<file path="config.mk">
export PLATFORM = sky130hd
export DESIGN_NAME = rgbc_front
export DESIGN_NICKNAME = d
export VERILOG_FILES = /design/src/rgbc_pkg.sv /design/src/rgbc_front.sv
export SDC_FILE = /design/constraint.sdc
export NUM_CORES = 1
export LEC_CHECK = 0
export BUFFER_PORTS_ARGS = -buffer_cell sky130_fd_sc_hd__buf_2
export CAP_MARGIN = 0
export CORE_MARGIN = 8
export CORE_UTILIZATION = 47
export CTS_BUF_LIST = sky130_fd_sc_hd__clkbuf_8 sky130_fd_sc_hd__clkbuf_16
export DETAILED_ROUTE_END_ITERATION = 7
export PLACE_DENSITY = 0.67
export SETUP_SLACK_MARGIN = 0.3
export SLEW_MARGIN = 10
export SYNTH_ARGS = -nofsm -noshare
export SYNTH_HDL_FRONTEND = slang
export SYNTH_SLANG_ARGS = --single-unit
</file>
<file path="constraint.sdc">
create_clock -name i_clk -period 6.46 [get_ports i_clk]
set_clock_uncertainty 0.2 [all_clocks]
set_input_delay 0.969 -clock i_clk [delete_from_list [all_inputs] [get_ports i_clk]]
set_output_delay 0.969 -clock i_clk [all_outputs]
set_load 0.02 [all_outputs]
</file>
<file path="src/rgbc_pkg.sv">
`default_nettype none
// ----------------------------------------------------------------------------
// rgbc_pkg: shared types and constants for the RGB interpolated curve LUT
// Field widths, command codes and the task word passed from front to back.
// ----------------------------------------------------------------------------
package rgbc_pkg;

    localparam int MAX_NODES_DEF = 64;
    localparam int NUM_CH        = 3;
    localparam int CODE_W        = 8;
    localparam int NODE_W        = 16;
    localparam int IDX_W         = 8;
    localparam int CNT_W         = 9;
    localparam int CH_W          = 2;
    localparam int NUM_W         = CODE_W + NODE_W;
    localparam int QUEUE_DEPTH   = 4;

    localparam logic CMD_WRITE = 1'b0;
    localparam logic CMD_PIXEL = 1'b1;

    localparam logic [CH_W-1:0]   CH_LAST    = 2'd2;
    localparam logic [CODE_W-1:0] CODE_MAX   = 8'd255;
    localparam logic [NODE_W-1:0] NODE_MAX   = 16'hFFFF;
    localparam logic [NODE_W-1:0] ROUND_HALF = 16'h7FFF;

    typedef enum logic {
        KIND_WRITE,
        KIND_PIXEL
    } t_kind;

    typedef struct packed {
        t_kind                          kind;
        logic [CH_W-1:0]                chan;
        logic [IDX_W-1:0]               wr_idx;
        logic [NODE_W-1:0]              wr_value;
        logic [NUM_CH-1:0][IDX_W-1:0]   idx0;
        logic [NUM_CH-1:0][IDX_W-1:0]   idx1;
        logic [NUM_CH-1:0][CODE_W-1:0]  frac;
    } t_task;

    typedef struct packed {
        logic clearing;
    } t_back_status;

endpackage
`default_nettype wire

</file>
<file path="src/rgbc_front.sv">
`default_nettype none
// ----------------------------------------------------------------------------
// rgbc_front: input acceptance and classification
// Holds the clamped node count, drops writes that fall outside the store,
// and turns each pixel code into a node pair and an interpolation fraction.
// ----------------------------------------------------------------------------
module rgbc_front #(
    parameter int MAX_NODES = rgbc_pkg::MAX_NODES_DEF
) (
    input  wire logic                                          i_clk,
    input  wire logic                                          i_rst_n,
    input  wire logic                                          i_cfg_we,
    input  wire logic [rgbc_pkg::CNT_W-1:0]                    i_cfg_wdata,
    input  wire logic                                          i_valid,
    output logic                                               o_stall,
    input  wire logic                                          i_command,
    input  wire logic [rgbc_pkg::CH_W-1:0]                     i_channel,
    input  wire logic [rgbc_pkg::IDX_W-1:0]                    i_node_index,
    input  wire logic [rgbc_pkg::NODE_W-1:0]                   i_node_value,
    input  wire logic [rgbc_pkg::NUM_CH-1:0][rgbc_pkg::CODE_W-1:0] i_code,
    input  wire rgbc_pkg::t_back_status                        i_status,
    input  wire logic                                          i_can_push,
    output logic                                               o_push,
    output rgbc_pkg::t_task                                    o_task
);
    import rgbc_pkg::*;

    localparam int PROD_W = CODE_W + IDX_W;
    localparam logic [CNT_W-1:0] MAX_CNT = CNT_W'(MAX_NODES);

    logic [IDX_W-1:0] r_nm1;
    logic [IDX_W-1:0] n_nm1;

    logic              r_f_valid;
    logic              n_f_valid;
    t_kind             r_f_kind;
    logic [CH_W-1:0]   r_f_chan;
    logic [IDX_W-1:0]  r_f_idx;
    logic [NODE_W-1:0] r_f_value;
    logic [NUM_CH-1:0][PROD_W-1:0] r_f_prod;

    logic accept;
    logic drop;
    logic advance;

    // node count in use, minus one, clamped on the way in
    always_comb begin
        if (i_cfg_wdata < CNT_W'(2)) begin
            n_nm1 = IDX_W'(1);
        end else if (i_cfg_wdata > MAX_CNT) begin
            n_nm1 = IDX_W'(MAX_NODES - 1);
        end else begin
            n_nm1 = IDX_W'(i_cfg_wdata - CNT_W'(1));
        end
    end

    always_ff @(posedge i_clk) begin
        if (!i_rst_n) begin
            r_nm1 <= IDX_W'(1);
        end else if (i_cfg_we) begin
            r_nm1 <= n_nm1;
        end
    end

    assign advance = r_f_valid && i_can_push;
    assign o_stall = i_status.clearing || (r_f_valid && !i_can_push);
    assign accept  = i_valid && !o_stall;
    assign drop    = (i_command == CMD_WRITE) &&
                     ((i_channel > CH_LAST) || ({1'b0, i_node_index} >= MAX_CNT));

    always_comb begin
        if (accept) begin
            n_f_valid = !drop;
        end else if (advance) begin
            n_f_valid = 1'b0;
        end else begin
            n_f_valid = r_f_valid;
        end
    end

    always_ff @(posedge i_clk) begin
        if (!i_rst_n) begin
            r_f_valid <= 1'b0;
        end else begin
            r_f_valid <= n_f_valid;
        end
    end

    always_ff @(posedge i_clk) begin
        if (accept) begin
            r_f_kind  <= (i_command == CMD_PIXEL) ? KIND_PIXEL : KIND_WRITE;
            r_f_chan  <= i_channel;
            r_f_idx   <= i_node_index;
            r_f_value <= i_node_value;
            for (int c = 0; c < NUM_CH; c++) begin
                r_f_prod[c] <= PROD_W'(i_code[c]) * PROD_W'(r_nm1);
            end
        end
    end

    // divide by 255: the quotient estimate p/256 is low by at most one
    always_comb begin
        logic [IDX_W-1:0] q;
        logic [IDX_W:0]   rem;
        logic [IDX_W-1:0] idx0;

        o_task          = '0;
        o_task.kind     = r_f_kind;
        o_task.chan     = r_f_chan;
        o_task.wr_idx   = r_f_idx;
        o_task.wr_value = r_f_value;
        for (int c = 0; c < NUM_CH; c++) begin
            q   = r_f_prod[c][PROD_W-1:CODE_W];
            rem = {1'b0, r_f_prod[c][CODE_W-1:0]} + {1'b0, q};
            if (rem >= {1'b0, CODE_MAX}) begin
                idx0           = q + IDX_W'(1);
                o_task.frac[c] = CODE_W'(rem - {1'b0, CODE_MAX});
            end else begin
                idx0           = q;
                o_task.frac[c] = rem[CODE_W-1:0];
            end
            o_task.idx0[c] = idx0;
            o_task.idx1[c] = (idx0 == r_nm1) ? idx0 : idx0 + IDX_W'(1);
        end
    end

    assign o_push = advance;

endmodule
`default_nettype wire

</file>
# Word level (Yosys, flattened, before mapping)
# Cells that the tools add are included.
[word_totals]
ff_bits = 84
input_bits = 66
out_inout_bits = 101
word_cells = 60
[classes]
n_addsub = 13
mul = 3
n_lt_le_gt_ge = 7
eq_ne = 3
n_mux = 14
bitwise = 1
reduce_logical = 10
[ops]
columns = ["op", "n"]
rows = [
  ["$mux 8", 11],
  ["$add 8x1->8 const B", 6],
  ["$mul 8x8->16", 3],
  ["$add 8x8->9", 3],
  ["$ge 9x8->1 const B", 3],
  ["$eq 8x8->1", 3],
  ["$sub 8x8->8 const B", 3],
  ["$gt 9x7->1 const B", 1],
  ["$lt 9x2->1 const B", 1],
  ["$ge 8x7->1 const B", 1],
  ["$sub 8x1->8 const B", 1],
  ["$logic_and 1x1->1", 4],
  ["$logic_not 1->1", 3],
  ["$mux 1", 3],
  ["$gt 2x2->1 const B", 1],
  ["$logic_or 1x1->1", 2],
  ["$reduce_bool 2->1", 1],
  ["$not 1->1", 1],
]

# Logic depth before layout (Yosys ltp)
# Gate-level depths: netlist of run 1.
[depth]
ltp_word = 6
mapped_depth = 22
depth_no_buf = 20

# Worst setup path before layout of run 1
# OpenSTA, ideal clock, no wires.
[synth_timing]
kind = "input-to-reg"
from = "input port i_code[17] in the netlist's numbering"
to = "register r_f_prod[46] in the netlist's numbering, data pin"
setup_ps = 257
t_arrival_ps = 4871
t_required_ps = 6003
slack_ps = 1131
path_stages = 17
n_path_buf = 0
path_cell_list = "and2_1 > fa_1 > fa_1 > inv_1 > fa_1 > fa_1 > inv_1 > ha_1 > inv_1 > o21ai_0 > a21oi_1 > o21ai_0 > a21oi_1 > o21ai_0 > or4_1 > o311a_1 > xor2_1"
[synth_between]
elab_chain_cells = 1
[synth_rtl]
columns = ["item", "line", "source"]
rows = [
  ["start: declaration", "rgbc_front.sv:20", "input wire logic [rgbc_pkg::NUM_CH-1:0][rgbc_pkg::CODE_W-1:0] i_code,"],
  ["$mul 8x8->16", "rgbc_front.sv:96", "r_f_prod[c] <= PROD_W'(i_code[c]) * PROD_W'(r_nm1);"],
  ["end signal: indexed assignment", "rgbc_front.sv:96", ""],
  ["end: declaration", "rgbc_front.sv:40", "logic [NUM_CH-1:0][PROD_W-1:0] r_f_prod;"],
]
# Every way passes these cells.
# A chain may end at the register's enable or synchronous reset.

==> run_results.csv, run 1 <==
group,metric,value,unit
timing,worst-slew-pin-transition,1.11,ns
synthesis,synthCells,1363,
worst_setup_path,arrival,4.64,ns
floorplan,core,26000,um^2
timing,relSlewSlack,26.2,%
timing,rsz0062_at_grt,"no",
hold_path,holdPathStages,2,
worst_setup_path,critical_path_peak_fanout,9,
detailed_routing,routed_via_density,5.27,
synthesis,ys_ff_latch,84,
detailed_routing,routed_wl,29300,um
hold_path,hold_class,"register to register",
global_routing,grt_overflow,0,
global_routing,first_global_vias,9760,
finish,num_antenna_cells,0,
floorplan,dieArea,31800,um^2
detailed_routing,wl_per_cell,15.8,um
synthesis,synth-main-ff-cell,"edfxtp_1",
timing,post-route-period-util,89.9,%
power,ir_drop,0.000176,V
place,post-dp-hpwl,24100,um
global_routing,grt_max_degree,77,
timing,fin_crit,5.81,ns
global_routing,antenna_found_initial,1,
worst_setup_path,worstRegToRegCells,18,
synthesis,synth_edf_count,75,
synthesis,seq_area_frac_synth,19.7,%
clocking,numCtsBuffers,9,
synthesis,async_flop_share,0,%
worst_setup_path,endpoint_kind,"output port",
status,status,"finished clean",
synthesis,synth_top_cell_area_share,18.2,%
power,p_leak,6.63,nW
floorplan,die_x,178,um
detailed_routing,drc,0,
synthesis,synth_area_per_cell,9.08,um^2
finish,fillCellCount,2369,
floorplan,die_h,178,um
synthesis,synthTopCellsByCount,"inv_1 (183), and2_1 (157), ha_1 (142), nand2_1 (116), fa_1 (111)",
floorplan,rows,59,
timing,final-hold-violation-count,0,
timing,drv_slew,0,
detailed_routing,drtIter0Drc,512,
synthesis,synthDistinctLibCells,81,
global_routing,grt_usage,18.5,%
worst_setup_path,start_kind,"register",
global_routing,grt_first_pass_wirelength,48400,um
clocking,h-tree-depth,3,
floorplan,start_util,47.6,%
finish,final_util,53.6,%
timing,setup_viol_count_final,0,
clocking,tritoncts,"yes",
power,power.density,241,nW/um^2
clocking,post_cts_buffers,0,
flow_run,maxCapViolCount,0,
clocking,clock_latency,0.34,ns
floorplan,ios,167,
synthesis,syn_nets,1682,
finish,multiInputGateArea,9080,um^2
timing,tns,0,ns
detailed_routing,dr_total_vias,9776,
timing,fmax,172,MHz
finish,fin_nets,1835,
power,power,3.36,mW
finish,seqCellArea,2430,um^2
place,place_congestion,0.900,
synthesis,synth.area.top_cells,"edfxtp_1 (18%), fa_1 (18%), ha_1 (14%)",
synthesis,netlist.top_cell.by_area,"edfxtp_1",
finish,layout-drive-gt1-share,15.3,%
place,port_buffers,166,
clocking,cts-root-buf,"clkbuf_16",
clocking,clk_path_buf_depth,2,
synthesis,yosysMostFrequentCell,"inv_1",
synthesis,syn_area,12400,um^2
detailed_routing,ant_nets,0,
worst_setup_path,worstPathRequired,5.29,ns
synthesis,ys_warn_count,0,
finish,syn_to_final_growth,12.5,%
worst_setup_path,crit_type,"register to output port",
clocking,cts_sinks,84,
detailed_routing,drt_first_pass_iters,7,
clocking,clk_pin_slew,0.07,ns
-- where the power goes --
group / leakage, nW / switching (mW) / internal (mW) / total, mW
sequential: 0.780 / 0.0812 / 0.686 / 0.767
clock: 0.142 / 0.223 / 0.278 / 0.501
combinational: 5.71 / 1.27 / 0.823 / 2.09
-- layout make-up --
| type | instances | area share (%) |
|---|---|---|
| multi-input cells | 1051 | 65.2 |
| flip-flops and latches | 84 | 17.5 |
| repair buffers | 187 | 7.28 |
| inverters | 183 | 4.93 |
| well taps | 335 | 3.01 |
| clock buffers | 10 | 1.72 |
| clock inverters | 6 | 0.386 |
-- cell usage in the layout (no fill, tap or decap), drive strengths merged, types with 6 or more instances in the layout --
cell and n:
clkbuf 10, dfxtp 9, nand3 24, nor4 8
nor3b 6, edfxtp 75, o22ai 7, a21oi 43
fa 111, nor2b 18, a211oi 11, nor3 23
and2 157, nand2b 10, and3 10, nand2 116
xor2 35, o21a 10, ha 142, o21ai 47
o211ai 6, xnor2 89, a21o 10, inv 187
nand4 10, a31oi 11, nor2 66, a21boi 9
buf 187
-- final timing paths --
check | slack, ns | to | from
setup / recovery | 0.65 | o_task[39] | r_f_prod[24]
hold / removal | 0.32 | r_f_valid | r_f_valid
setup reg to reg | 0.76 | r_f_prod[13] | r_nm1[4]
hold reg to reg | 0.32 | r_f_valid | r_f_valid
-- worst max-delay path, stage by stage (launching register included) --
cell and delay (ns):
edfxtp_1 0.54, ha_1 0.30, fa_1 0.41, a21oi_1 0.24
o21ai_1 0.16, a211oi_2 0.42, and4_1 0.39, a21oi_1 0.28
a2bb2oi_1 0.21, a2111o_1 0.34, or3_1 0.50, nand4_1 0.18
xnor2_1 0.14, buf_2 0.19
-- through the flow --
step / worst slack [ns] / area, um^2 / hold WS (ns) / instances
2_1_floorplan: 1.13 / 12400 / 0.274 / 1363
3_3_place_gp: 0.825 / 13600 / 0.290 / 1840
5_1_grt: 0.311 / 13900 / 0.382 / 1856
4_1_cts: 0.511 / 13900 / 0.317 / 1856
3_5_place_dp: 0.763 / 13600 / 0.305 / 1840
6_report: 0.653 / 13900 / 0.324 / 1856
-- timing repair --
| action | CTS | global route |
|---|---|---|
| endpoints found under the setup margin | 0 | 7 |
| resized for setup | 0 | 1 |
| hold buffers | 0 | 0 |
-- layer usage --
layer,routed length [um],part of all wire [%],GRT usage (%)
met1,13800,47,25.6
met4,457,1.6,4.34
met5,12,0.041,0
met3,1960,6.7,2.48
met2,13100,45,30.4
-- flip-flops by register name, summed over array words and instances (netlist names) --
register   cells
r_f_chan       2
r_f_idx        8
r_f_kind       1
r_f_prod      48
r_f_valid      1
r_f_value     16
r_nm1          8
-- cells by family (layout without fill, tap and decap cells) --
kind of cell / after synthesis / in the layout / synth area share [%]
and+or+nand+nor: 473 / 473 / 20.4
adders and majority gates: 253 / 253 / 32.3
buffers and inverters: 228 / 386 / 7.04
AOI/OAI and AO/OA: 190 / 190 / 10.4
xor gates and xnor gates: 128 / 128 / 9.57
DFF: 84 / 84 / 19.7
muxes: 7 / 7 / 0.647
Note: power is estimated with default switching activity, not from simulation.
==> run 2: changes to the inputs <==
Settings changed: MAX_ROUTING_LAYER from default to met4, PLACE_DENSITY 0.67 to 0.79, REMOVE_ABC_BUFFERS from default to 1.
==> run 2 against run 1 <==
  * Total power grew 1.6%
  * First-iteration DRC count shrank 0.98%
  * Hold slack lost 0.011 ns
  * Critical path depth is the same
  * Routed wire length grew 4.5%
  * Die area is the same
  * Clock power grew 11%
  * Cell area shrank 0.13%
  * Sequential power is essentially flat
  * Count of clock-buffer cells in the layout shrank 1
  * Setup slack lost 0.068 ns
  * Final cell count shrank 0.22%
  * Largest cell class unchanged
  * Largest power group unchanged
==> run_results.csv, run 2 (synthesis results as in run 1) <==
group,metric,value,unit
floorplan,die_x,178,um
worst_setup_path,arrival,4.71,ns
floorplan,rows,59,
hold_path,hold_class,"register to register",
detailed_routing,drc,0,
finish,final_util,53.5,%
timing,tns,0,ns
finish,final_cell_mix,"inv_1 (183), buf_2 (166), and2_1 (157), ha_1 (142), nand2_1 (116)",
worst_setup_path,endpoint_kind,"output port",
floorplan,dieArea,31800,um^2
worst_setup_path,path_delay_family,"compound AO/OA/AOI/OAI gates",
timing,fin_crit,5.87,ns
timing,fin_hold_ws,0.313,ns
floorplan,core,26000,um^2
detailed_routing,routed_wl,30600,um
finish,seqCellArea,2430,um^2
floorplan,die_h,178,um
status,status,"finished clean",
finish,fillCellCount,2363,
timing,relSlewSlack,27.9,%
detailed_routing,ant_nets,0,
finish,largest-register,"r_f_prod",
worst_setup_path,cpPeakStageDelay,0.55,ns
detailed_routing,drt_first_pass_iters,5,
detailed_routing,drtIter0Drc,507,
finish,mostFrequentLayoutCell,"inv_1",
timing,rsz0062_at_grt,"no",
place,port_buffers,166,
power,ir_drop,0.000221,V
worst_setup_path,critical_path_peak_fanout,9,
timing,drv_slew,0,
place,place_congestion,0.924,
finish,syn_to_final_growth,12.4,%
finish,num_antenna_cells,0,
worst_setup_path,worstPathRequired,5.29,ns
timing,post-route-period-util,90.9,%
power,power,3.41,mW
detailed_routing,wl_per_cell,16.5,um
global_routing,grt_overflow,0,
timing,worst-slew-pin-transition,1.08,ns
timing,final-hold-violation-count,0,
flow_run,maxCapViolCount,0,
clocking,cts_hold_buf,0,
clocking,tritoncts,"yes",
global_routing,antenna_found_initial,0,
floorplan,ios,167,
global_routing,grt_first_pass_wirelength,49600,um
finish,largest_registers,"r_f_prod (48), r_f_value (16)",
clocking,h-tree-depth,3,
detailed_routing,dr_total_vias,10100,
detailed_routing,routed_via_density,5.44,
timing,fmax,170,MHz
worst_setup_path,slowest_stage,"edfxtp_1",
timing,setup_viol_count_final,0,
clocking,clock_latency,0.34,ns
clocking,cts_sinks,84,
global_routing,grt_max_degree,45,
finish,post-route-cell-area,13900,um^2
finish,largest_register_ffs,48,
worst_setup_path,ff2ff_setup_slack,0.83,ns
clocking,clk_path_buf_depth,2,
clocking,cts-root-buf,"clkbuf_16",
clocking,numCtsBuffers,9,
finish,layout-drive-gt1-share,15.0,%
floorplan,start_util,47.6,%
power,p_leak,6.62,nW
worst_setup_path,crit_chain,"ha_1 -> fa_1 -> a21oi_1 -> o21ai_1 -> a211oi_2 -> nand4_1 -> o21ai_4 -> o2111ai_1 -> a2111o_1 -> or3_1 -> o21ai_0 -> xnor2_1 -> buf_2",
worst_setup_path,cp_num_buf_inv,1,
worst_setup_path,start_kind,"register",
place,dpl_cell_area,13600,um^2
power,power.density,245,nW/um^2
finish,multiInputGateArea,9090,um^2
place,post-dp-hpwl,25000,um
worst_setup_path,crit_type,"register to output port",
global_routing,grt_usage,19.7,%
finish,fin_nets,1831,
clocking,clk_pin_slew,0.07,ns
global_routing,first_global_vias,10300,
## run 2: changes by cell type in the layout (fill, tap and decap cells not counted)
cell       previous run  this run
buf_12                2         0
buf_4                19        17
bufinv_16             0         2
clkbuf_8              1         0
clkinv_1              0         1
inv_6                 3         2
inv_8                 1         0
o21ai_2               2         1
o21ai_4               0         1
## run 2: worst paths after layout
| path | from | to | depth (start not counted) |
|---|---|---|---|
| worst max register to register | r_nm1[2] | r_f_prod[29] | 17 |
| worst max-delay path | r_f_prod[24] | o_task[35] | 13 |
| worst min-delay path | r_f_valid | r_f_valid | 2 |
| worst min register to register | r_f_valid | r_f_valid | 2 |
## run 2: report_power, final
part | leakage [nW] | switching, mW | total, mW | internal [mW]
combinational | 5.68 | 1.26 | 2.08 | 0.819
clock | 0.154 | 0.217 | 0.558 | 0.341
sequential | 0.780 | 0.0835 | 0.770 | 0.686
total | 6.62 | 1.57 | 3.41 | 1.85
## run 2: per-layer routing
metal  global-route usage, %  vias to the layer above  part of all wire, %
li1                        -                     4837                    -
met1                    22.5                     4825                   41
met2                    34.3                      334                   50
met3                    2.48                       78                  5.8
met4                    8.68                        0                  3.8
met5                       -                        -                    0
## run 2: area by class of cell
type	count	area share [%]
flip-flops and latches	84	17.5
well taps	335	3.01
multi-input cells	1051	65.4
inverters	183	4.94
repair buffers	183	6.89
clock inverters	7	0.702
clock buffers	9	1.62
## run 2: repair_timing
| item | CTS | global route |
|---|---|---|
| buffers inserted | 0 | 1 |
| resized for setup | 0 | 2 |
| endpoints found under the setup margin | 0 | 15 |
## run 2: per-stage QoR
step | worst slack (ns) | instances
after floorplan | 1.13 | 1318
after detailed placement | 0.721 | 1835
after global routing | 0.338 | 1852
final | 0.585 | 1852
after global placement | 0.842 | 1835
after CTS | 0.493 | 1851
## run 2: tightest hold or removal path, cell delays in order (launching register included)
cell and delay, ns:
dfxtp_1 0.31, nand2b_1 0.08, a21boi_0 0.08
==> run 3: changes to the inputs <==
Settings changed: MAX_ROUTING_LAYER met4 to default.
==> run 3 against run 2 <==
  * Count of clock-buffer cells in the layout unchanged
  * Register-to-register slack about the same
  * Core utilization decreased by 0.17 points
  * Largest power group unchanged
  * Flip-flop and latch count unchanged
  * Critical path depth unchanged
  * First-iteration DRC count decreased by 0.79%
  * Hold slack improved by 0.013 ns
  * Sequential share of layout area increased by 0.055 points
  * Sequential power about the same
  * Combinational power about the same
==> run_results.csv, run 3 (synthesis results as in run 1) <==
group,metric,value,unit
place,post-dp-hpwl,24800,um
floorplan,core,26000,um^2
finish,fillCellCount,2363,
finish,layout-drive-gt1-share,14.9,%
timing,setup_viol_count_final,0,
timing,fin_hold_ws,0.325,ns
timing,tns,0,ns
clocking,numCtsBuffers,9,
floorplan,die_h,178,um
floorplan,ios,167,
worst_setup_path,start_kind,"register",
detailed_routing,ant_nets,0,
finish,final_cell_mix,"inv_1 (183), buf_2 (166), and2_1 (157), ha_1 (142), nand2_1 (116)",
timing,fin_crit,5.83,ns
finish,largest-register,"r_f_prod",
global_routing,use_met2,34.9,%
worst_setup_path,slowest_stage,"edfxtp_1",
worst_setup_path,crit_type,"register to output port",
place,place_congestion,0.895,
global_routing,first_global_vias,10300,
clocking,h-tree-depth,3,
timing,worst-slew-pin-transition,1.06,ns
floorplan,rows,59,
floorplan,start_util,47.6,%
worst_setup_path,worstPathRequired,5.29,ns
detailed_routing,routed_via_density,5.40,
global_routing,grt_first_pass_wirelength,49700,um
clocking,clock_latency,0.35,ns
timing,drv_slew,0,
power,power.density,242,nW/um^2
finish,fin_nets,1829,
clocking,cts-root-buf,"clkbuf_16",
power,p_leak,6.59,nW
timing,rsz0062_at_grt,"no",
floorplan,die_x,178,um
global_routing,grt_overflow,0,
worst_setup_path,cpPeakStageDelay,0.55,ns
clocking,cts_hold_buf,0,
global_routing,grt-busiest-layer,"met2",
global_routing,antenna_found_initial,1,
worst_setup_path,endpoint_kind,"output port",
worst_setup_path,arrival,4.66,ns
hold_path,hold_class,"register to register",
detailed_routing,routed_wl,30500,um
finish,mostFrequentLayoutCell,"inv_1",
worst_setup_path,crit_chain,"ha_1 -> fa_1 -> a21oi_1 -> o21ai_1 -> a211oi_2 -> and4_1 -> a21oi_1 -> a2bb2oi_1 -> a2111o_1 -> or3_1 -> o21ai_0 -> xnor2_1 -> buf_2",
clocking,cts_sinks,84,
finish,largest_register_ffs,48,
status,status,"finished clean",
worst_setup_path,crit_top_cell,"a21oi_1",
place,port_buffers,166,
clocking,tritoncts,"yes",
finish,largest_registers,"r_f_prod (48), r_f_value (16)",
timing,relSlewSlack,29.3,%
flow_run,maxCapViolCount,0,
global_routing,grt_usage,19.2,%
global_routing,grt_use_met3,2.96,%
detailed_routing,dr_total_vias,9990,
timing,post-route-period-util,90.2,%
power,ir_drop,0.000217,V
global_routing,use_met1,22.4,%
worst_setup_path,critical_path_peak_fanout,9,
finish,syn_to_final_growth,12.1,%
timing,fmax,172,MHz
timing,final-hold-violation-count,0,
detailed_routing,drt_first_pass_iters,5,
worst_setup_path,cp_num_buf_inv,1,
clocking,clk_pin_slew,0.07,ns
clocking,clk_path_buf_depth,2,
detailed_routing,drtIter0Drc,503,
detailed_routing,drc,0,
detailed_routing,wl_per_cell,16.5,um
global_routing,grt_max_degree,45,
floorplan,dieArea,31800,um^2
worst_setup_path,path_delay_family,"compound AO/OA/AOI/OAI gates",
-- run 3: changes by cell type in the layout (fill, tap and decap cells not counted), sizes merged --
cell      delta
buf          -2
bufinv       -2
inv          +2
clkinv       -1
clkinvlp     +1
diode        +1
-- run 3: report_power, final --
group	switching [mW]	total, mW	internal (mW)
Combinational	1.26	2.08	0.819
Clock	0.233	0.503	0.270
Sequential	0.0841	0.770	0.686
Total	1.58	3.35	1.78
-- run 3: area by class of cell --
cell class              count  area, um^2  share of cell area [%]
multi-input cells        1051        9090                    65.6
flip-flops and latches     84        2430                    17.5
repair buffers            181         943                    6.80
inverters                 183         687                    4.95
well taps                 335         419                    3.02
clock buffers               9         225                    1.62
clock inverters             7        66.3                   0.478
diodes                      1        2.50                  0.0180
-- run 3: worst paths after layout --
check / start / end / slack [ns] / depth (start not counted)
setup / recovery: r_f_prod[24] / o_task[35] / 0.63 / 13
hold reg to reg: r_f_valid / r_f_valid / 0.33 / 2
hold / removal: r_f_valid / r_f_valid / 0.33 / 2
setup reg to reg: r_nm1[2] / r_f_prod[13] / 0.84 / 16
-- run 3: worst min-delay path: cells and delay by family, from the launching register on --
kind             cells  cell delay [ns]
flip-flops           1             0.31
AO/OA/AOI/OAI        1             0.09
AND/OR/NAND/NOR      1             0.08
-- run 3: per-layer routing --
metal	vias to the layer above	wire length (um)
met1	4831	12600
met3	65	1530
met4	0	1110
met5	-	0
met2	256	15300
li1	4838	-
-- run 3: repair_timing --
item / 4_1_cts / 5_1_grt
hold endpoints to repair: 0 / 0
setup buffers: 0 / 1
setup endpoints to repair: 0 / 11
gates resized for setup: 0 / 2
-- run 3: per-stage QoR --
step	total power [mW]	instance area, um^2	util [%]	std cells	worst slack [ns]
after global routing	3.63	13900	53.4	1851	0.305
final	3.35	13900	53.4	1851	0.633
after detailed placement	2.85	13600	52.2	1833	0.749
after CTS	3.37	13800	53.3	1849	0.406
after floorplan	2.28	12200	-	1318	1.13
after global placement	2.79	13600	52.2	1833	0.849
