**config.mk**
```make
export PLATFORM = sky130hd
export DESIGN_NAME = rgbc_queue
export DESIGN_NICKNAME = d
export VERILOG_FILES = /design/src/rgbc_pkg.sv /design/src/rgbc_queue.sv
export SDC_FILE = /design/constraint.sdc
export NUM_CORES = 1
export LEC_CHECK = 0
export ABC_AREA = 1
export BUFFER_PORTS_ARGS = -buffer_cell sky130_fd_sc_hd__buf_2
export CAP_MARGIN = 20
export CELL_PAD_IN_SITES_DETAIL_PLACEMENT = 1
export CELL_PAD_IN_SITES_GLOBAL_PLACEMENT = 1
export CORE_AREA = 5 5 185 205
export CTS_CLUSTER_DIAMETER = 120
export DETAILED_ROUTE_END_ITERATION = 16
export DIE_AREA = 0 0 190 210
export GPL_TIMING_DRIVEN = 1
export PLACE_DENSITY_LB_ADDON = 0.05
export SYNTH_ARGS = -nofsm -noshare
export SYNTH_HDL_FRONTEND = slang
export SYNTH_SLANG_ARGS = --single-unit
```
**constraint.sdc**
```tcl
create_clock -name i_clk -period 3.11 [get_ports i_clk]
set_input_delay 0.1555 -clock i_clk [delete_from_list [all_inputs] [get_ports i_clk]]
set_output_delay 0.1555 -clock i_clk [all_outputs]
set_load 0.02 [all_outputs]
```
**src/rgbc_pkg.sv**
```systemverilog
`default_nettype none
// ----------------------------------------------------------------------------
// rgbc_pkg: shared types and constants for the RGB interpolated curve LUT
// Field widths, command codes and the task word passed from front to back.
// ----------------------------------------------------------------------------
package rgbc_pkg;

    localparam int MAX_NODES_DEF = 64;
    localparam int NUM_CH        = 3;
    localparam int CODE_W        = 8;
    localparam int NODE_W        = 16;
    localparam int IDX_W         = 8;
    localparam int CNT_W         = 9;
    localparam int CH_W          = 2;
    localparam int NUM_W         = CODE_W + NODE_W;
    localparam int QUEUE_DEPTH   = 4;

    localparam logic CMD_WRITE = 1'b0;
    localparam logic CMD_PIXEL = 1'b1;

    localparam logic [CH_W-1:0]   CH_LAST    = 2'd2;
    localparam logic [CODE_W-1:0] CODE_MAX   = 8'd255;
    localparam logic [NODE_W-1:0] NODE_MAX   = 16'hFFFF;
    localparam logic [NODE_W-1:0] ROUND_HALF = 16'h7FFF;

    typedef enum logic {
        KIND_WRITE,
        KIND_PIXEL
    } t_kind;

    typedef struct packed {
        t_kind                          kind;
        logic [CH_W-1:0]                chan;
        logic [IDX_W-1:0]               wr_idx;
        logic [NODE_W-1:0]              wr_value;
        logic [NUM_CH-1:0][IDX_W-1:0]   idx0;
        logic [NUM_CH-1:0][IDX_W-1:0]   idx1;
        logic [NUM_CH-1:0][CODE_W-1:0]  frac;
    } t_task;

    typedef struct packed {
        logic clearing;
    } t_back_status;

endpackage
`default_nettype wire

```
**src/rgbc_queue.sv**
```systemverilog
`default_nettype none
// ----------------------------------------------------------------------------
// rgbc_queue: short task queue between front and back
// Lets the front keep accepting while the back waits on its output.
// ----------------------------------------------------------------------------
module rgbc_queue (
    input  wire logic            i_clk,
    input  wire logic            i_rst_n,
    input  wire logic            i_push,
    input  wire rgbc_pkg::t_task i_task,
    output logic                 o_can_push,
    output logic                 o_valid,
    input  wire logic            i_pop,
    output rgbc_pkg::t_task      o_task
);
    import rgbc_pkg::*;

    localparam int PTR_W = $clog2(QUEUE_DEPTH);

    t_task            r_mem [QUEUE_DEPTH];
    logic [PTR_W-1:0] r_wr_ptr;
    logic [PTR_W-1:0] r_rd_ptr;
    logic [PTR_W:0]   r_count;

    assign o_can_push = (r_count != (PTR_W + 1)'(QUEUE_DEPTH));
    assign o_valid    = (r_count != '0);
    assign o_task     = r_mem[r_rd_ptr];

    always_ff @(posedge i_clk) begin
        if (i_push) begin
            r_mem[r_wr_ptr] <= i_task;
        end
    end

    always_ff @(posedge i_clk) begin
        if (!i_rst_n) begin
            r_wr_ptr <= '0;
            r_rd_ptr <= '0;
            r_count  <= '0;
        end else begin
            if (i_push) begin
                r_wr_ptr <= r_wr_ptr + PTR_W'(1);
            end
            if (i_pop) begin
                r_rd_ptr <= r_rd_ptr + PTR_W'(1);
            end
            if (i_push && !i_pop) begin
                r_count <= r_count + (PTR_W + 1)'(1);
            end else if (i_pop && !i_push) begin
                r_count <= r_count - (PTR_W + 1)'(1);
            end
        end
    end

endmodule
`default_nettype wire

```
Word level (Yosys, flattened, before mapping)
Memories as Yosys holds them, arrays and structs flattened. A register that Yosys moved wholly into a read port is not among the register bits.
Cells that the tools add are included.
{"block": "word_totals", "latchBits": 0, "mem_bits_ro": 0, "regBits": 7, "elab_cells": 21, "n_memories": 1, "ramBits": 396, "out_inout_bits": 101, "in_bits": 103}
{"block": "op_classes", "magnitude_cmp": 0, "reduce_logical": 6, "n_eq_ne": 1, "muxes": 6, "shift": 0, "add_sub_neg": 4, "n_div": 0, "multipliers": 0, "n_bitwise": 0}
{"name": "r_mem", "words": 4, "width": 99, "read_ports": 1, "rd_clocked_by_memory_dff": 1, "write_ports": 1, "line": "rgbc_queue.sv:20", "source": "t_task r_mem [QUEUE_DEPTH];"}
{"operator": "two-way mux 3 bit", "count": 2}
{"operator": "adder 2 x 1 -> 2 bit, second input constant", "count": 2}
{"operator": "two-way mux 2 bit", "count": 2}
{"operator": "adder 3 x 1 -> 3 bit, second input constant", "count": 1}
{"operator": "inequality test 3 bit, second input constant", "count": 1}
{"operator": "nonzero test 3 bit", "count": 1}
{"operator": "subtractor 3 x 1 -> 3 bit, second input constant", "count": 1}
{"operator": "logical AND 1 bit", "count": 2}
{"operator": "logical NOT 1 bit", "count": 2}
{"operator": "two-way mux 1 bit", "count": 2}
{"operator": "nonzero test 2 bit", "count": 1}

Depth between registers and ports, before layout
Gate-level depths: netlist (run 1).
{"block": "depth", "word_depth": 4, "ltp_mapped": 10, "ltp_nobuf": 10}

Least setup slack after synthesis (run 1)
Ideal clock, no wire load.
{"block": "synth_path", "kind": "reg2reg", "startpoint": "register r_wr_ptr[0]", "endpoint": "memory r_mem[2][0] (netlist name) (enable)", "path_stages_with_launch": 5, "required_time_ns": 2.658, "slack_ns": 0.157, "path_buffers": 0, "period_less_slack_ns": 2.953, "setup_ns": 0.452, "arrival_time_ns": 2.500, "path_cell_list": "dfxtp_1 > inv_1 > ha_1 > nand2_1 > inv_1"}
{"item": "start: declaration", "line": "rgbc_queue.sv:21", "source": "logic [PTR_W-1:0] r_wr_ptr;"}
{"item": "start signal: assignment", "line": "rgbc_queue.sv:42", "source": "r_wr_ptr <= r_wr_ptr + PTR_W'(1);"}
{"item": "end: declaration", "line": "rgbc_queue.sv:20"}
No word-level cell before the write port.

==> results of run 1 <==
## state kept, by name (all words and copies together) (netlist names), named ones only
signal and count:
r_count 3, r_mem 396, r_rd_ptr 2, r_wr_ptr 2
## per-layer routing
layer	part of all wire	vias to the layer above
li1	-	4449
met1	0.43	4810
met2	0.50	198
met3	0.051	43
met4	0.016	0
met5	0	-
## power groups by stage
stage                     clock (uW)  combinational (uW)  sequential (uW)
after floorplan                    0                 744             6410
final                           4940                1350             6290
after CTS                       5050                1390             6290
after global routing            5300                1490             6300
after global placement             0                1260             6400
after detailed placement           0                1280             6400
## cells in the final DEF (no fill, tap or decap)
master           n
a21oi_1          5
buf_12          10
buf_2          203
buf_4           12
bufinv_16        4
clkbuf_1         7
clkbuf_16       45
clkinv_1        14
clkinv_2         3
clkinv_4         2
clkinvlp_4       1
dfxtp_1          7
dfxtp_4          2
diode_2          1
dlygate4sd3_1  102
edfxtp_1       396
fa_1             1
ha_1             5
inv_1           12
inv_4            4
inv_6            1
nand2_1          9
nand3_1          3
nand4_1          1
nor2_1         201
o21ai_0        182
o21ai_1         22
o22ai_1         99
## synthesized netlist by cell type, types with 3 or more instances
cell type | n | area (um^2)
a21oi_1 | 5 | 25.02
buf_2 | 5 | 25.02
buf_4 | 7 | 52.55
buf_6 | 11 | 123.9
clkbuf_1 | 40 | 150.1
dfxtp_1 | 9 | 180.2
edfxtp_1 | 396 | 11890
ha_1 | 5 | 62.56
inv_1 | 16 | 60.06
nand2_1 | 9 | 33.78
nand3_1 | 3 | 15.01
nor2_1 | 201 | 754.5
o21ai_0 | 182 | 910.9
o21ai_1 | 22 | 110.1
o22ai_1 | 99 | 619.3
## timing repair
item | CTS | global route
hold buffers | 102 | 0
setup endpoints to repair | 0 | 0
hold endpoints to repair | 405 | 0
buffers inserted | 0 | 0
## worst max path at each step
| stage | start | to | slack, ns | cells past startpoint |
|---|---|---|---|---|
| floorplan | r_wr_ptr[0] | r_mem[2][0] | 0.16 | 4 |
| global placement | register | o_task[0] | 1.05 | 4 |
| detailed placement | register | o_task[76] | 1.02 | 4 |
| CTS | register | o_task[12] | 0.41 | 4 |
| global route | register | o_task[76] | 0.28 | 4 |
| finish | register | o_task[76] | 0.52 | 4 |
## per-stage QoR
step,total power (uW),cell area [um^2]
finish,12580,19020
global placement,7656,16640
CTS,12730,19020
global route,13090,19020
detailed placement,7683,16640
floorplan,7153,15080
## cell families (layout without fill, tap and decap cells)
| family | count (synthesis) | after routing | synth area share |
|---|---|---|---|
| buffers and inverters | 82 | 420 | 0.02979 |
| adder cells (fa/ha/maj) | 6 | 6 | 0.005477 |
| AND/OR/NAND/NOR | 214 | 214 | 0.05369 |
| other | 0 | 1 | 0 |
| flip-flops | 405 | 405 | 0.8006 |
| AO/OA/AOI/OAI | 308 | 308 | 0.1104 |
## layout make-up
type	count	area [um^2]	share of cell area
Tap cell	487	609.3	0.03204
Inverter	18	87.58	0.004605
Antenna cell	1	2.502	0.0001316
Clock inverter	23	203.9	0.01072
Multi-Input combinational cell	528	2557	0.1345
Sequential cell	405	12080	0.6351
Timing Repair Buffer	327	2327	0.1224
Clock buffer	52	1152	0.06059
==> impl_metrics.env, run 1 <==
export IMPL_io_pins=204
export IMPL_clkSinkCount=405
export IMPL_nFillCells=3522
export IMPL_root_buffer="clkbuf_16"
export IMPL_ctsResizeCount=0
export IMPL_grt_antenna_before_repair=1
export IMPL_postSynthCellCount=1015
export IMPL_setup_slack_ns=0.5207
export IMPL_hp_start="i_task[62]"
export IMPL_drt_total_wl_um=36600
export IMPL_num_rows=73
export IMPL_synth_cell_types=20
export IMPL_synth_area_um2=15080
export IMPL_leakage_uw=0.006687
export IMPL_hold_depth=2
export IMPL_fp_dieH_um=210
export IMPL_first_iter_violations=449
export IMPL_r2r_start="r_wr_ptr[0]"
export IMPL_max_vdd_ir_drop_mv=0.5263
export IMPL_switching_share=0.2343
export IMPL_end_kind="output pin"
export IMPL_grt_busiest_layer="met2"
export IMPL_hold_viol=0
export IMPL_post_dp_hpwl_um=20840
export IMPL_dieArea_um2=39900
export IMPL_slowest_delay_ns=0.75
export IMPL_maxSlewHeadroom=0.3179
export IMPL_setup_violations=0
export IMPL_num_nets_final=1432
export IMPL_ys_seq_elements=405
export IMPL_pwr_share_seq=0.500
export IMPL_period_needed_ns=2.589
export IMPL_drt_wirelength_per_cell_um=19.88
export IMPL_vias_per_cell=5.160
export IMPL_track_usage=0.1797
export IMPL_p_clk_frac=0.392
export IMPL_grt_pass1_vias=10170
export IMPL_cp_top_family="buffers and inverters"
export IMPL_ys_seq_area_frac=0.8006
export IMPL_critical_path_class="reg2out"
export IMPL_hold_end="r_mem[0][62]"
export IMPL_synth_edf_count=396
export IMPL_finalSetupTns_ns=0
export IMPL_ys_flop_type="edfxtp_1"
export IMPL_rr_worst_depth=4
export IMPL_final_antenna_net_count=0
export IMPL_finClkSkew_ns=0.01815
export IMPL_overflow=0
export IMPL_clock_path_buffers=3
export IMPL_crit_chain="buf_4, o21ai_0, o22ai_1, buf_2"
export IMPL_grt_use_met1=0.2284
export IMPL_cp_arrival_ns=2.43
export IMPL_cts_tree="yes"
export IMPL_rsz0062_at_grt="false"
export IMPL_gr_usage_met3=0.03644
export IMPL_holdWs_ns=0.3658
export IMPL_path_buf_inv=2
export IMPL_cts_buffers=43
export IMPL_grt_max_degree=101
export IMPL_start_kind="register"
export IMPL_max_freq_ghz=0.3862
export IMPL_dr_pass1_iters=4
export IMPL_finalMaxSlewViolations=0
export IMPL_combPwrFrac=0.108
export IMPL_critPathSlowestCell="buf_4"
export IMPL_p_switching_uw=2947
export IMPL_synth_avg_cell_area_um2=14.86
export IMPL_syn_nets=1124
export IMPL_htreeDepth=2
export IMPL_intPower_uw=9633
export IMPL_maxCapViolations=0
export IMPL_period_share=0.8326
export IMPL_start_util=0.4222
export IMPL_status="completed"
export IMPL_path_max_fanout=100
export IMPL_dp_worst_setup_slack_ns=1.024
export IMPL_async_reset_ff_frac=0
export IMPL_worst_slew_pin_slew_ns=1.023
export IMPL_cts_clk_slew_worst_paths_ns=0.06
export IMPL_regToRegSetupSlack_ns=1.28
export IMPL_clock_latency_ns=0.54
export IMPL_power_density_nw_per_um2=661.4
export IMPL_final_util=0.5326
export IMPL_synth_warnings=0
export IMPL_area_growth_syn_to_layout_pct=26.14
export IMPL_stdcell_count=1841
export IMPL_met2_usage=0.3178
export IMPL_vias=9500
export IMPL_drive_gt1_frac=0.2121
export IMPL_fp_coreArea_um2=35710
export IMPL_cp_data_required_time_ns=2.95
export IMPL_reg2reg_to="r_mem[3][3]"
export IMPL_grt_pass1_wl_um=56330
export IMPL_globalplace_congestion=0.7124
export IMPL_hp_class="in2reg"
export IMPL_io_buffers=203
export IMPL_drc_errors=0
export IMPL_fp_dieW_um=190
export IMPL_place_inst=1663
Power figures use the tool's default switching activity.
==> run 2, diff against run 1 <==
--- a/config.mk
+++ b/config.mk
@@ -5,15 +5,15 @@
 export SDC_FILE = /design/constraint.sdc
 export NUM_CORES = 1
 export LEC_CHECK = 0
-export ABC_AREA = 1
+export ABC_AREA = 0
 export BUFFER_PORTS_ARGS = -buffer_cell sky130_fd_sc_hd__buf_2
 export CAP_MARGIN = 20
 export CELL_PAD_IN_SITES_DETAIL_PLACEMENT = 1
 export CELL_PAD_IN_SITES_GLOBAL_PLACEMENT = 1
-export CORE_AREA = 5 5 185 205
+export CORE_AREA = 5 5 170 188
 export CTS_CLUSTER_DIAMETER = 120
 export DETAILED_ROUTE_END_ITERATION = 16
-export DIE_AREA = 0 0 190 210
+export DIE_AREA = 0 0 175 193
 export GPL_TIMING_DRIVEN = 1
 export PLACE_DENSITY_LB_ADDON = 0.05
 export SYNTH_ARGS = -nofsm -noshare
==> constraint.sdc (replaced) <==
create_clock -name i_clk -period 2.6 [get_ports i_clk]
set_input_delay 0.13 -clock i_clk [delete_from_list [all_inputs] [get_ports i_clk]]
set_output_delay 0.13 -clock i_clk [all_outputs]
set_load 0.02 [all_outputs]
==> run 2 against run 1 <==
Synthesized cell count down 45%. Largest power group unchanged. Clock skew is 0.0024 ns lower. Clock power rose by 20%. Global-route usage grew 0.18 points. Routed wire length fell by 17%. Via count is 26% lower. Die area decreased by 15%. First-iteration DRC count down 34%. Total power grew 21%. Critical path type unchanged. Combinational power rose by 26%.
==> impl_metrics.env, run 2 <==
export IMPL_power_density_nw_per_um2=814.3
export IMPL_clkSinkCount=405
export IMPL_status="completed"
export IMPL_hold_viol=0
export IMPL_antenna_cells=0
export IMPL_cp_data_required_time_ns=2.47
export IMPL_maxCapViolations=0
export IMPL_top_register="r_mem"
export IMPL_critPathSlowestCell="dfxtp_4"
export IMPL_area_growth_syn_to_layout_pct=27.31
export IMPL_ys_flop_type="edfxtp_1"
export IMPL_regToRegSetupSlack_ns=0.77
export IMPL_synth_edf_count=396
export IMPL_yosysTopAreaCellShare=0.8091
export IMPL_num_rows=67
export IMPL_fp_dieH_um=193
export IMPL_drt_wirelength_per_cell_um=23.17
export IMPL_start_util=0.4897
export IMPL_critical_path_class="reg2out"
export IMPL_p_total_uw=15240
export IMPL_grt_pass1_vias=8124
export IMPL_synthTopCellsByArea="edfxtp_1 (81%), mux4_2 (15%), dfxtp_1 (1.2%)"
export IMPL_max_vdd_ir_drop_mv=0.5373
export IMPL_io_buffers=203
export IMPL_fp_coreArea_um2=30010
export IMPL_postSynthCellCount=561
export IMPL_num_nets_final=1014
export IMPL_period_share=0.9136
export IMPL_final_common_cell="edfxtp_1"
export IMPL_cp_arrival_ns=2.25
export IMPL_path_max_fanout=17
export IMPL_clock_path_buffers=3
export IMPL_syn_nets=670
export IMPL_holdWs_ns=0.05250
export IMPL_period_needed_ns=2.375
export IMPL_overflow=0
export IMPL_slowest_delay_ns=0.57
export IMPL_drive_gt1_frac=0.4060
export IMPL_drc_errors=0
export IMPL_synth_warnings=0
export IMPL_fp_dieW_um=175
export IMPL_layout_common_cells="edfxtp_1 (396), buf_2 (203), dlygate4sd3_1 (102)"
export IMPL_clock_latency_ns=0.51
export IMPL_finalSetupTns_ns=0
export IMPL_final_antenna_net_count=0
export IMPL_largest_register_ffs=396
export IMPL_ys_seq_area_frac=0.8214
export IMPL_setup_violations=0
export IMPL_dieArea_um2=33780
export IMPL_cts_clk_slew_worst_paths_ns=0.06
export IMPL_maxSlewHeadroom=0.5870
export IMPL_ctsResizeCount=0
export IMPL_finClkSkew_ns=0.01575
export IMPL_track_usage=0.1815
export IMPL_rsz0062_at_grt="false"
export IMPL_leakage_uw=0.006400
export IMPL_hp_class="in2reg"
export IMPL_ys_seq_elements=405
export IMPL_post_dp_hpwl_um=18450
export IMPL_dr_pass1_iters=4
export IMPL_grt_antenna_before_repair=2
export IMPL_synth_top_cell_by_area="edfxtp_1"
export IMPL_synth_area_um2=14700
export IMPL_vias_per_cell=5.344
export IMPL_synth_commonest_cells="edfxtp_1 (396), mux4_2 (99), buf_2 (10)"
export IMPL_end_kind="output pin"
export IMPL_synth_cell_types=21
export IMPL_cts_buffers=42
export IMPL_root_buffer="clkbuf_16"
export IMPL_vias=7028
export IMPL_final_util=0.6234
export IMPL_grt_pass1_wl_um=46920
export IMPL_synth_most_common_cell="edfxtp_1"
export IMPL_first_iter_violations=296
export IMPL_async_reset_ff_frac=0
export IMPL_crit_chain="buf_4, mux4_2, buf_2"
export IMPL_finalMaxSlewViolations=0
export IMPL_drt_total_wl_um=30470
export IMPL_start_kind="register"
export IMPL_worst_slew_pin_slew_ns=0.6195
export IMPL_io_pins=204
export IMPL_cts_tree="yes"
export IMPL_htreeDepth=2
export IMPL_max_freq_ghz=0.4210
export IMPL_synth_avg_cell_area_um2=26.20
export IMPL_globalplace_congestion=0.7053
export IMPL_grt_max_degree=97
export IMPL_reg_top3="r_mem: 396 flops, r_count: 3 flops"
[run 2: changes by cell type after synthesis, sizes merged, moves of 10 or more]
cell	change
o21ai	-203
nor2	-200
mux4	+99
o22ai	-99
clkbuf	-32
inv	-13
buf	-10
[run 2: through the flow]
step / worst slack, ns / cells / area, um^2
after floorplan: 0.3961 / 561 / 14700
after global placement: 0.7092 / 1138 / 16320
after detailed placement: 0.7017 / 1138 / 16320
after CTS: 0.1482 / 1315 / 18710
after global routing: 0.07484 / 1315 / 18710
final: 0.2246 / 1315 / 18710
[run 2: where the power goes]
group          internal (uW)  leakage, uW  switching (uW)  total (uW)
Sequential              7500      0.00371             104        7600
Clock                   3630     0.000665            2310        5930
Combinational            743      0.00202             957        1700
Total                  11900      0.00640            3370       15200
[run 2: metal layers]
layer,global-route usage,part of all wire,vias to the layer above
li1,-,-,3104
met1,0.2262,0.40,3686
met2,0.3266,0.52,191
met3,0.04661,0.065,43
met4,0.03747,0.015,4
met5,0,0.00089,-
[run 2: cell families (layout without fill, tap and decap cells)]
group,after synthesis,after routing,synth area share
fa+ha+maj,6,6,0.005619
flops,405,405,0.8214
buf+inv,26,401,0.009791
compound gates,2,2,0.0008512
simple gates,16,16,0.006299
xor+xnor,5,5,0.002980
mux,101,101,0.1531
[run 2: cell type report]
type / count / area [um^2]
Timing Repair Buffer: 322 / 2277
Clock buffer: 53 / 1114
Fill cell: 2502 / 11300
Multi-Input combinational cell: 130 / 2491
Inverter: 4 / 15.01
Sequential cell: 405 / 12080
Tap cell: 379 / 474.2
Clock inverter: 22 / 260.3
[run 2: timing repair]
item	4_1_cts	5_1_grt
setup buffers	0	0
hold buffers	102	0
hold endpoints to repair	405	0
[run 2: critical path, delay by kind of cell, from the launching register on]
kind,cells,cell delay [ns]
mux,1,0.56
flops,1,0.57
buf+inv,2,0.59
[run 2: final timing paths]
check,to,cells after the start,from
max,o_task[6],3,register
min,r_wr_ptr[1],3,i_push
max reg2reg,r_mem[3][34],3,r_wr_ptr[0]
min reg2reg,r_count[2],2,r_count[2]
==> run 3, diff against run 2 <==
--- a/config.mk
+++ b/config.mk
@@ -10,12 +10,13 @@
 export CAP_MARGIN = 20
 export CELL_PAD_IN_SITES_DETAIL_PLACEMENT = 1
 export CELL_PAD_IN_SITES_GLOBAL_PLACEMENT = 1
-export CORE_AREA = 5 5 170 188
-export CTS_CLUSTER_DIAMETER = 120
+export CORE_AREA = 5 5 164 182
+export CTS_CLUSTER_DIAMETER = 60
 export DETAILED_ROUTE_END_ITERATION = 16
-export DIE_AREA = 0 0 175 193
+export DIE_AREA = 0 0 169 187
 export GPL_TIMING_DRIVEN = 1
 export PLACE_DENSITY_LB_ADDON = 0.05
+export RECOVER_POWER = 100
 export SYNTH_ARGS = -nofsm -noshare
 export SYNTH_HDL_FRONTEND = slang
 export SYNTH_SLANG_ARGS = --single-unit
==> constraint.sdc (replaced) <==
create_clock -name i_clk -period 3 [get_ports i_clk]
set_input_delay 0.15 -clock i_clk [delete_from_list [all_inputs] [get_ports i_clk]]
set_output_delay 0.15 -clock i_clk [all_outputs]
set_load 0.02 [all_outputs]
==> run 3 against run 2 <==
The run now ends with capacitance limit, slew limit left. Utilization rose by 3.4 points. Sequential power is 13% lower. Non-clock buffer count grew 1. Largest cell class unchanged. Final cell count shrank 1.3%. Clock skew down 0.0064 ns.
==> impl_metrics.env, run 3 (synthesis gave the netlist of run 2 again) <==
export IMPL_end_kind="output pin"
export IMPL_htreeDepth=2
export IMPL_power_density_nw_per_um2=689.5
export IMPL_grt_max_degree=65
export IMPL_clock_latency_ns=0.52
export IMPL_largest_register_ffs=396
export IMPL_drt_wirelength_per_cell_um=23.41
export IMPL_multiInputGateArea_um2=2485
export IMPL_drt_total_wl_um=30380
export IMPL_reg_top3="r_mem: 396 flops, r_count: 3 flops"
export IMPL_start_kind="register"
export IMPL_status="finished, violations left"
export IMPL_grt_antenna_before_repair=1
export IMPL_setup_slack_ns=0.3535
export IMPL_cp_data_required_time_ns=2.85
export IMPL_final_common_cell="edfxtp_1"
export IMPL_cts_hold_buf=100
export IMPL_p_total_uw=12530
export IMPL_dr_pass1_iters=5
export IMPL_worst_slew_pin_slew_ns=1.914
export IMPL_max_vdd_ir_drop_mv=0.5496
export IMPL_cts_buffers=40
export IMPL_io_pins=204
export IMPL_fp_dieH_um=187
export IMPL_hold_depth=3
export IMPL_num_nets_final=1013
export IMPL_drc_errors=0
export IMPL_regToRegSetupSlack_ns=0.37
export IMPL_leakage_uw=0.005759
export IMPL_globalplace_congestion=0.7412
export IMPL_period_share=0.8822
export IMPL_overflow=0
export IMPL_hold_viol=0
export IMPL_grt_pass1_vias=8063
export IMPL_drive_gt1_frac=0.1957
export IMPL_max_freq_ghz=0.3779
export IMPL_layout_common_cells="edfxtp_1 (396), clkbuf_1 (208), dlygate4sd3_1 (100)"
export IMPL_dpl_cell_area_um2=16310
export IMPL_dieArea_um2=31600
export IMPL_finalSetupTns_ns=0
export IMPL_regArea_um2=12080
export IMPL_clock_path_buffers=3
export IMPL_cts_tree="yes"
export IMPL_first_iter_violations=477
export IMPL_maxSlewHeadroom=-0.2760
export IMPL_rsz0062_at_grt="false"
export IMPL_io_buffers=203
export IMPL_dp_worst_setup_slack_ns=0.9096
export IMPL_num_rows=64
export IMPL_vias=7119
export IMPL_finalMaxSlewViolations=130
export IMPL_antenna_cells=0
export IMPL_nFillCells=2317
export IMPL_finClkSkew_ns=0.009349
export IMPL_area_growth_syn_to_layout_pct=23.66
export IMPL_violations="capacitance limit, slew limit"
export IMPL_maxCapViolations=2
export IMPL_post_dp_hpwl_um=18870
export IMPL_ctsResizeCount=0
export IMPL_fin_area_um2=18170
export IMPL_setup_violations=0
export IMPL_reg2reg_to="r_mem[2][61]"
export IMPL_track_usage=0.1970
export IMPL_cts_setup_buffers=0
export IMPL_period_needed_ns=2.647
export IMPL_root_buffer="clkbuf_16"
export IMPL_clkSinkCount=405
export IMPL_grt_pass1_wl_um=47610
export IMPL_hp_class="in2reg"
export IMPL_top_register="r_mem"
export IMPL_cp_arrival_ns=2.50
export IMPL_cts_clk_slew_worst_paths_ns=0.05
export IMPL_hp_start="i_pop"
export IMPL_fp_dieW_um=169
export IMPL_critical_path_class="reg2out"
export IMPL_r2r_start="r_wr_ptr[0]"
export IMPL_rr_worst_depth=4
export IMPL_final_antenna_net_count=0
export IMPL_fp_coreArea_um2=27630
export IMPL_start_util=0.5320
export IMPL_path_max_fanout=32
export IMPL_vias_per_cell=5.485
## run 3: changes by cell type in the layout (fill, tap and decap cells not counted), sizes merged
cell and change:
clkbuf +208, bufinv -6, dlygate4sd3 -2, clkinvlp -1, buf -200
## run 3: metal layers
| metal | vias up | routed length [um] | GRT usage |
|---|---|---|---|
| li1 | 3104 | - | - |
| met1 | 3741 | 12100 | 0.2614 |
| met2 | 232 | 15850 | 0.3391 |
| met3 | 40 | 1804 | 0.04185 |
| met4 | 2 | 613 | 0.04552 |
| met5 | - | 13 | 0 |
## run 3: layout make-up
class                      instances  share of cell area
sequential                       405              0.6646
multi-input combinational        130              0.1367
timing repair buffer             323              0.1070
clock buffer                      58             0.06162
tap                              363             0.02499
clock inverter                    15            0.004200
inverter                           4           0.0008262
## run 3: worst max-delay path: stages (launching register included)
cell      delay [ns]
dfxtp_4         0.79
clkbuf_2        0.43
mux4_2          0.57
clkbuf_1        0.19
## run 3: where the power goes
| part | switching [uW] | internal (uW) |
|---|---|---|
| clock | 1930 | 2600 |
| combinational | 819 | 557 |
| sequential | 113 | 6510 |
| total | 2860 | 9670 |
## run 3: worst max path at each step
stage                     start          end  slack [ns]
floorplan           r_wr_ptr[0]  r_mem[2][0]        0.80
global placement       register   o_task[39]        0.94
detailed placement     register   o_task[43]        0.91
CTS                    register   o_task[43]        0.35
global route           register   o_task[95]        0.15
finish                 register   o_task[95]        0.35
## run 3: per-stage QoR
step / hold slack [ns] / cells / utilization
4_1_cts: 0.0006815 / 1298 / 0.6697
2_1_floorplan: 0.2489 / 561 / -
5_1_grt: 0.02195 / 1298 / 0.6578
3_3_place_gp: 0.3571 / 1125 / 0.5902
6_report: 0.01830 / 1298 / 0.6578
3_5_place_dp: 0.3675 / 1125 / 0.5902
